## src/mlp_three_layer_classifier_unit_macros.svh

```systemverilog
// assertion helpers shared by the classifier rtl
// both expect clk_i and rst_ni in scope
`ifndef MLP_THREE_LAYER_CLASSIFIER_UNIT_MACROS_SVH
`define MLP_THREE_LAYER_CLASSIFIER_UNIT_MACROS_SVH
`ifndef NO_ASSERTIONS
`define MTL_ASSERT_IMP(lbl, a, c) \
  lbl: assert property (@(posedge clk_i) disable iff (!rst_ni) (a) |-> (c)) \
    else $error("same-cycle check failed");
`define MTL_ASSERT_NXT(lbl, a, c) \
  lbl: assert property (@(posedge clk_i) disable iff (!rst_ni) (a) |=> (c)) \
    else $error("next-cycle check failed");
`else
`define MTL_ASSERT_IMP(lbl, a, c)
`define MTL_ASSERT_NXT(lbl, a, c)
`endif
`endif

```

## src/mtl_pkg.sv

```systemverilog
package mtl_pkg;

  localparam int IDX_W   = 6;
  localparam int VAL_W   = 16;
  localparam int PROD_W  = 32;
  localparam int ACC_W   = 48;
  localparam int GAIN_W  = 15;
  localparam int HID_W   = 15;
  localparam int TAB_LEN = 1024;
  localparam int TAB_AW  = 10;
  localparam int SHIFT_H1 = 30;
  localparam int SHIFT_H2 = 33;

  localparam int DEF_IN_SIZE   = 64;
  localparam int DEF_HID1_SIZE = 32;
  localparam int DEF_HID2_SIZE = 32;
  localparam int DEF_OUT_SIZE  = 8;

  localparam logic [GAIN_W-1:0] GAIN_RESET = GAIN_W'(4096);
  localparam logic [63:0] EXP_STEP_Q32 = 64'd4228380001;

  // layer codes
  localparam logic [1:0] LYR_IN = 2'd0;
  localparam logic [1:0] LYR_H1 = 2'd1;
  localparam logic [1:0] LYR_H2 = 2'd2;

  // request kinds
  localparam logic OP_LOAD = 1'b0;
  localparam logic OP_FEAT = 1'b1;

  typedef enum logic [2:0] {S_IDLE, S_FEED, S_WAIT, S_DRAIN, S_SETTLE} state_e;

  // one vector element moving down the cell row
  typedef struct packed {
    logic                    v;
    logic [1:0]              layer;
    logic [IDX_W-1:0]        idx;
    logic                    first;
    logic                    last;
    logic signed [VAL_W-1:0] x;
  } tok_t;

  // weight write broadcast to every cell
  typedef struct packed {
    logic                    en;
    logic [1:0]              layer;
    logic [IDX_W-1:0]        row;
    logic [IDX_W-1:0]        col;
    logic signed [VAL_W-1:0] value;
  } wr_t;

  typedef logic [HID_W-1:0] sig_tab_t [TAB_LEN];

  // sigmoid table, Q0.15, index i covers (i-512)/64
  function automatic sig_tab_t build_sig_tab();
    sig_tab_t    t;
    logic [63:0] pw [513];
    logic [63:0] p;
    logic [63:0] e;
    logic [63:0] d;
    logic [63:0] num;
    logic [63:0] rem;
    logic [63:0] q;
    int          k;
    p = 64'd1 << 32;
    pw[0] = p;
    for (int m = 1; m <= 512; m++) begin
      p = (p * EXP_STEP_Q32 + (64'd1 << 31)) >> 32;
      pw[m] = p;
    end
    for (int m = 0; m < TAB_LEN; m++) begin
      k = m - 512;
      e = pw[(k < 0) ? -k : k];
      d = (64'd1 << 32) + e;
      num = (k >= 0) ? (64'd1 << 47) : (e << 15);
      num = num + (d >> 1);
      // long division, elaboration only
      rem = '0;
      q = '0;
      for (int b = 63; b >= 0; b--) begin
        rem = {rem[62:0], num[b]};
        if (rem >= d) begin
          rem = rem - d;
          q[b] = 1'b1;
        end
      end
      if (q > 64'd32767) q = 64'd32767;
      t[m] = q[HID_W-1:0];
    end
    return t;
  endfunction

  localparam sig_tab_t SIG_TAB = build_sig_tab();

endpackage

```

## src/mtl_cell.sv

```systemverilog
module mtl_cell #(
  parameter int CELL_IDX  = 0,
  parameter int IN_SIZE   = 64,
  parameter int HID1_SIZE = 32,
  parameter int HID2_SIZE = 32
) (
  input  logic                         clk_i,
  input  logic                         rst_ni,
  input  mtl_pkg::tok_t                tok_i,
  output mtl_pkg::tok_t                tok_o,
  input  mtl_pkg::wr_t                 wr_i,
  input  logic [mtl_pkg::IDX_W:0]      n_rows_i,
  input  logic                         shift_i,
  input  logic                         slot_nxt_v_i,
  input  logic [mtl_pkg::ACC_W-1:0]    slot_nxt_i,
  output logic                         slot_v_o,
  output logic [mtl_pkg::ACC_W-1:0]    slot_o
);
  import mtl_pkg::*;

  localparam int A1 = (IN_SIZE > 1) ? $clog2(IN_SIZE) : 1;
  localparam int A2 = (HID1_SIZE > 1) ? $clog2(HID1_SIZE) : 1;
  localparam int A3 = (HID2_SIZE > 1) ? $clog2(HID2_SIZE) : 1;

  // this cell's weight rows, one per layer
  logic signed [VAL_W-1:0] mem1 [IN_SIZE];
  logic signed [VAL_W-1:0] mem2 [HID1_SIZE];
  logic signed [VAL_W-1:0] mem3 [HID2_SIZE];

  logic signed [VAL_W-1:0]  w1_q, w2_q, w3_q, w;
  tok_t                     tok_q;
  logic signed [PROD_W-1:0] prod_q;
  logic                     s1_v_q, s1_first_q, s1_last_q;
  logic signed [ACC_W-1:0]  acc_q, sum;
  logic                     inject;
  logic                     slot_v_q;
  logic [ACC_W-1:0]         slot_q;

  // weight writes addressed to this row
  always_ff @(posedge clk_i) begin
    if (wr_i.en && wr_i.row == IDX_W'(CELL_IDX)) begin
      case (wr_i.layer)
        LYR_IN:  mem1[wr_i.col[A1-1:0]] <= wr_i.value;
        LYR_H1:  mem2[wr_i.col[A2-1:0]] <= wr_i.value;
        LYR_H2:  mem3[wr_i.col[A3-1:0]] <= wr_i.value;
        default: ;
      endcase
    end
  end

  // weight read lined up with the element
  always_ff @(posedge clk_i) begin
    w1_q <= mem1[tok_i.idx[A1-1:0]];
    w2_q <= mem2[tok_i.idx[A2-1:0]];
    w3_q <= mem3[tok_i.idx[A3-1:0]];
  end

  always_ff @(posedge clk_i or negedge rst_ni) begin
    if (!rst_ni) begin
      tok_q <= '0;
    end else begin
      tok_q <= tok_i;
    end
  end

  assign tok_o = tok_q;

  always_comb begin
    case (tok_q.layer)
      LYR_IN:  w = w1_q;
      LYR_H1:  w = w2_q;
      default: w = w3_q;
    endcase
  end

  // multiply stage
  always_ff @(posedge clk_i or negedge rst_ni) begin
    if (!rst_ni) begin
      s1_v_q <= 1'b0;
    end else begin
      s1_v_q <= tok_q.v;
    end
  end

  always_ff @(posedge clk_i) begin
    prod_q     <= w * tok_q.x;
    s1_first_q <= tok_q.first;
    s1_last_q  <= tok_q.last;
  end

  // accumulate, first element restarts the sum
  assign sum = s1_first_q ? ACC_W'(prod_q) : acc_q + ACC_W'(prod_q);
  assign inject = s1_v_q && s1_last_q && ((IDX_W + 1)'(CELL_IDX) < n_rows_i);

  always_ff @(posedge clk_i) begin
    if (s1_v_q) begin
      acc_q <= sum;
    end
  end

  // result slot, shifts toward cell zero while draining
  always_ff @(posedge clk_i or negedge rst_ni) begin
    if (!rst_ni) begin
      slot_v_q <= 1'b0;
    end else if (inject) begin
      slot_v_q <= 1'b1;
    end else if (shift_i) begin
      slot_v_q <= slot_nxt_v_i;
    end
  end

  always_ff @(posedge clk_i) begin
    if (inject) begin
      slot_q <= sum;
    end else if (shift_i) begin
      slot_q <= slot_nxt_i;
    end
  end

  assign slot_v_o = slot_v_q;
  assign slot_o   = slot_q;

endmodule

```

## config.mk

```make
export PLATFORM = sky130hd
export DESIGN_NAME = mtl_cell
export DESIGN_NICKNAME = d
export VERILOG_FILES = /design/src/mlp_three_layer_classifier_unit_macros.svh /design/src/mtl_pkg.sv /design/src/mtl_cell.sv
export SDC_FILE = /design/constraint.sdc
export NUM_CORES = 2
export LEC_CHECK = 0
export BUFFER_PORTS_ARGS = -buffer_cell sky130_fd_sc_hd__buf_2
export CAP_MARGIN = 20
export CELL_PAD_IN_SITES_DETAIL_PLACEMENT = 1
export CELL_PAD_IN_SITES_GLOBAL_PLACEMENT = 1
export CORE_MARGIN = 1.5
export CORE_UTILIZATION = 55
export DETAILED_ROUTE_END_ITERATION = 8
export PLACE_DENSITY = 0.88
export SYNTH_ARGS = -nofsm -noshare
export SYNTH_HDL_FRONTEND = slang
export SYNTH_SLANG_ARGS = --single-unit
```

## constraint.sdc

```tcl
create_clock -name clk_i -period 10.2 [get_ports clk_i]
set_input_delay 2.04 -clock clk_i [delete_from_list [all_inputs] [get_ports clk_i]]
set_output_delay 2.04 -clock clk_i [all_outputs]
set_load 0.01 [all_outputs]
```

==> out/qor.csv <==
stage,metric,value,unit
power_and_ir_drop,Pwr Density,295,nW/um2
clock_network,H-Tree Depth,4,
clock_network,post-CTS sizing,0,
timing,unrepaired setup endpoints after global routing,false,
synthesis,"top cells by area, synth","edfxtp_1 (66%), mux4_2 (15%), fa_1 (5.4%)",
critical_path,Reg-to-Reg End,prod_q[31]$_DFF_P_,
power_and_ir_drop,Clk pwr share,25.9,%
timing,Setup TNS,0,ns
critical_path,Worst Setup Path Type,reg -> reg,
placement,placed instance area,102000,um2
timing,Max Clk Rate,126,MHz
grt,first-pass GRT wire length,425,mm
critical_path,Max stage delay on crit path,0.98,ns
die,DIE HEIGHT,424,um
synthesis,Post-Synthesis Cells,5101,
power_and_ir_drop,sequential power share,33.4,%
die,Horiz. Die Dim,424,um
finish,share of layout cells above drive strength 1,25.7,%
detailed_routing,DRC violation count after routing,0,
grt,met3 Use GR,7.14,%
finish,Layout area overhead,12.1,%
die,I/O pin count,193,
grt,gr usage total,33.5,%
synthesis,synthesized cell area,97500,um2
critical_path,Crit. End Element,register,
critical_path,Worst Path Required,10.97,ns
clock_network,clk sinks,2255,
timing,worst hold margin,0.389,ns
power_and_ir_drop,worst vdd ir,0.634,mV
critical_path,R2R depth,26,
grt,gr ovfl total,0,
run,MaxCap Viol Count,0,
clock_network,Post-CTS Setup Bufs,0,
timing,Max-slew headroom,16.3,%
power_and_ir_drop,sw frac,36.0,%
critical_path,cell mode on critical path,inv_1,
synthesis,#FFs+latches synth,2255,
clock_network,hold buffer count at cts,0,
grt,largest net degree at the start of global routing,166,
grt,initial antenna violation count,33,
detailed_routing,Pre-Repair DR Iteration Count,6,
synthesis,post-synth top area share,66.0,%
timing,count of pins over their slew limit,0,
finish,nets@finish,5962,
synthesis,Synth Net Count,5610,
critical_path,CP arrival,8.73,ns
die,# rows,154,
synthesis,post-synthesis sequential area ratio,68.4,%
synthesis,"count leader, synth",edfxtp_1,
critical_path,"Max stage delay cell, worst path",dfrtp_1,
synthesis,top_reg_cell synth,edfxtp_1,
die,die area,180000,um2
finish,final instance area,109000,um2
clock_network,clock latency at the later pin of the worst-skew pair,0.89,ns
placement,Placer Congestion,0.885,
synthesis,commonest cells in the netlist,"edfxtp_1 (2144), mux4_2 (654), inv_1 (319)",
timing,Tcrit/Tclk final,78.0,%
timing,shortest period the worst path allows,7.96,ns
detailed_routing,DR iter-0 viols,8912,
timing,Layout Skew,0.0518,ns
critical_path,worst r2r src,tok_o[24]$_DFF_PN0_,
clock_network,CTS root buffer,clkbuf_16,
power_and_ir_drop,static leakage,37.2,nW
hold_path,Worst Hold Path EP,s1_v_q$_DFF_PN0_,
clock_network,TritonCTS clock tree,done,
synthesis,synth warn,0,
hold_path,Hold Crit Depth,0,
power_and_ir_drop,Switch Pwr,0.0116,W
synthesis,post-synthesis cell type count,84,
timing,"Hold Vio Cnt, Final",0,
hold_path,min-delay worst type,reg -> reg,
detailed_routing,drt total wl,307,mm
power_and_ir_drop,Gate power share,40.7,%
die,core area,176000,um2
grt,GR Layer Usage met2,54.0,%
placement,Detailed Place HPWL,165,mm
hold_path,Min-Delay Startpoint,tok_o[26]$_DFF_PN0_,
synthesis,Synth area leader,edfxtp_1,
detailed_routing,post-DR vias/cell,6.83,
clock_network,Worst-path clk slew,0.07,ns
timing,setup violators final,0,
clock_network,cts bufs inserted,215,
power_and_ir_drop,Int Pwr,0.0207,W
placement,# port buffers,192,
grt,GR Layer Usage met1,43.4,%
synthesis,syn avg cell area,19.1,um2
detailed_routing,Via Count,54500,
grt,GRT Max-Usage Layer,met2,
grt,vias in the first global route,57000,
run_status,outcome,"finished, final reports clean",
synthesis,post-synthesis async set-or-reset flop share,1.29,%
power_and_ir_drop,final total power,0.0323,W
detailed_routing,routed len/inst,38.5,um
timing,worst-margin pin slew,1.26,ns
critical_path,R2R setup slack,2.24,ns
die,Starting Density,55.4,%
critical_path,Critical Path Start Type,register,
detailed_routing,remaining antenna violation count after routing,0,
synthesis,Post-synth EDFFs,2144,
clock_network,worst-case clock buffer depth,3,
critical_path,CP max FO,17,
logic make-up (layout without fill, tap and decap cells):
| family | after synthesis | count (layout) | synth area share (%) |
|---|---|---|---|
| AOI/OAI and AO/OA | 325 | 325 | 2.14 |
| xor gates and xnor gates | 61 | 61 | 0.548 |
| adders and majority gates | 392 | 392 | 7.05 |
| buffers and inverters | 563 | 1096 | 2.21 |
| DFF | 2255 | 2255 | 68.4 |
| muxes | 731 | 731 | 16.0 |
| other | 0 | 8 | 0 |
| and+or+nand+nor | 774 | 774 | 3.67 |
flip-flops by register name, indices dropped and copies added, names as in the netlist:
name and count:
mem1 1024, mem2 512, mem3 512, acc_q 48, slot_o 48, prod_q 32
tok_o 27, w1_q 16, w2_q 16, w3_q 16, s1_first_q 1, s1_last_q 1
s1_v_q 1, slot_v_o 1
placed cells by master (no fill, tap or decap), drive strengths merged, types with 29 or more instances in the layout:
| cell | synthesis | final |
|---|---|---|
| mux4 | 654 | 654 |
| nand2 | 305 | 305 |
| clkinv | 0 | 78 |
| mux2 | 52 | 52 |
| inv | 319 | 326 |
| clkbuf | 169 | 278 |
| o21ai | 90 | 90 |
| ha | 129 | 129 |
| buf | 75 | 379 |
| xnor2 | 38 | 38 |
| and2 | 115 | 115 |
| fa | 263 | 263 |
| dfrtp | 29 | 29 |
| dfxtp | 82 | 82 |
| edfxtp | 2144 | 2144 |
| a21o | 32 | 32 |
| nor2 | 205 | 205 |
| a21oi | 92 | 92 |
worst max-delay path: cells and delay by family (launching register included):
kind,cells,cell delay [ns]
AND/OR/NAND/NOR,3,0.76
flip-flops,1,0.98
AO/OA/AOI/OAI,8,2.37
buffers and inverters,7,0.65
multiplexers,1,0.22
adder cells (fa/ha/maj),7,2.87
cell type report:
class,instances,area [um2]
well taps,2340,2930
clock buffers,278,5840
diodes,8,20.0
flip-flops and latches,2255,66800
inverters,319,1200
fillers,14900,66800
repair buffers,379,2650
multi-input cells,2283,28700
clock inverters,120,1250
routing by layer:
metal / share of wire [%] / vias to the layer above
li1: - / 20600
met1: 34 / 28300
met4: 5.7 / 18
met5: 0.044 / -
met3: 11 / 893
met2: 49 / 4734
how the worst max path moves through the flow:
stage	from	to
after floorplan	tok_o[24]$_DFF_PN0_	prod_q[31]$_DFF_P_
after global placement	tok_o[24]$_DFF_PN0_	prod_q[31]$_DFF_P_
after detailed placement	tok_o[24]$_DFF_PN0_	prod_q[31]$_DFF_P_
after CTS	tok_o[24]$_DFF_PN0_	prod_q[31]$_DFF_P_
after global routing	tok_o[24]$_DFF_PN0_	prod_q[31]$_DFF_P_
final	tok_o[24]$_DFF_PN0_	prod_q[31]$_DFF_P_
power by group through the flow:
stage	Sequential, W	Clock [W]	Combinational [W]
after global placement	0.0110	0	0.0124
after detailed placement	0.0110	0	0.0130
after global routing	0.0108	0.00865	0.0147
final	0.0108	0.00838	0.0131
after CTS	0.0108	0.00834	0.0132
after floorplan	0.0109	0	0.00957
per-stage QoR:
| stage | instances | utilization, % | setup WS (ns) |
|---|---|---|---|
| after CTS | 7965 | 62.0 | 1.83 |
| after detailed placement | 7567 | 57.9 | 1.89 |
| after global placement | 7558 | 57.9 | 2.21 |
| after global routing | 7980 | 62.1 | 1.94 |
| after floorplan | 5101 | - | 2.99 |
| final | 7982 | 62.1 | 2.24 |
No activity file was read; power rests on OpenSTA's default activity.
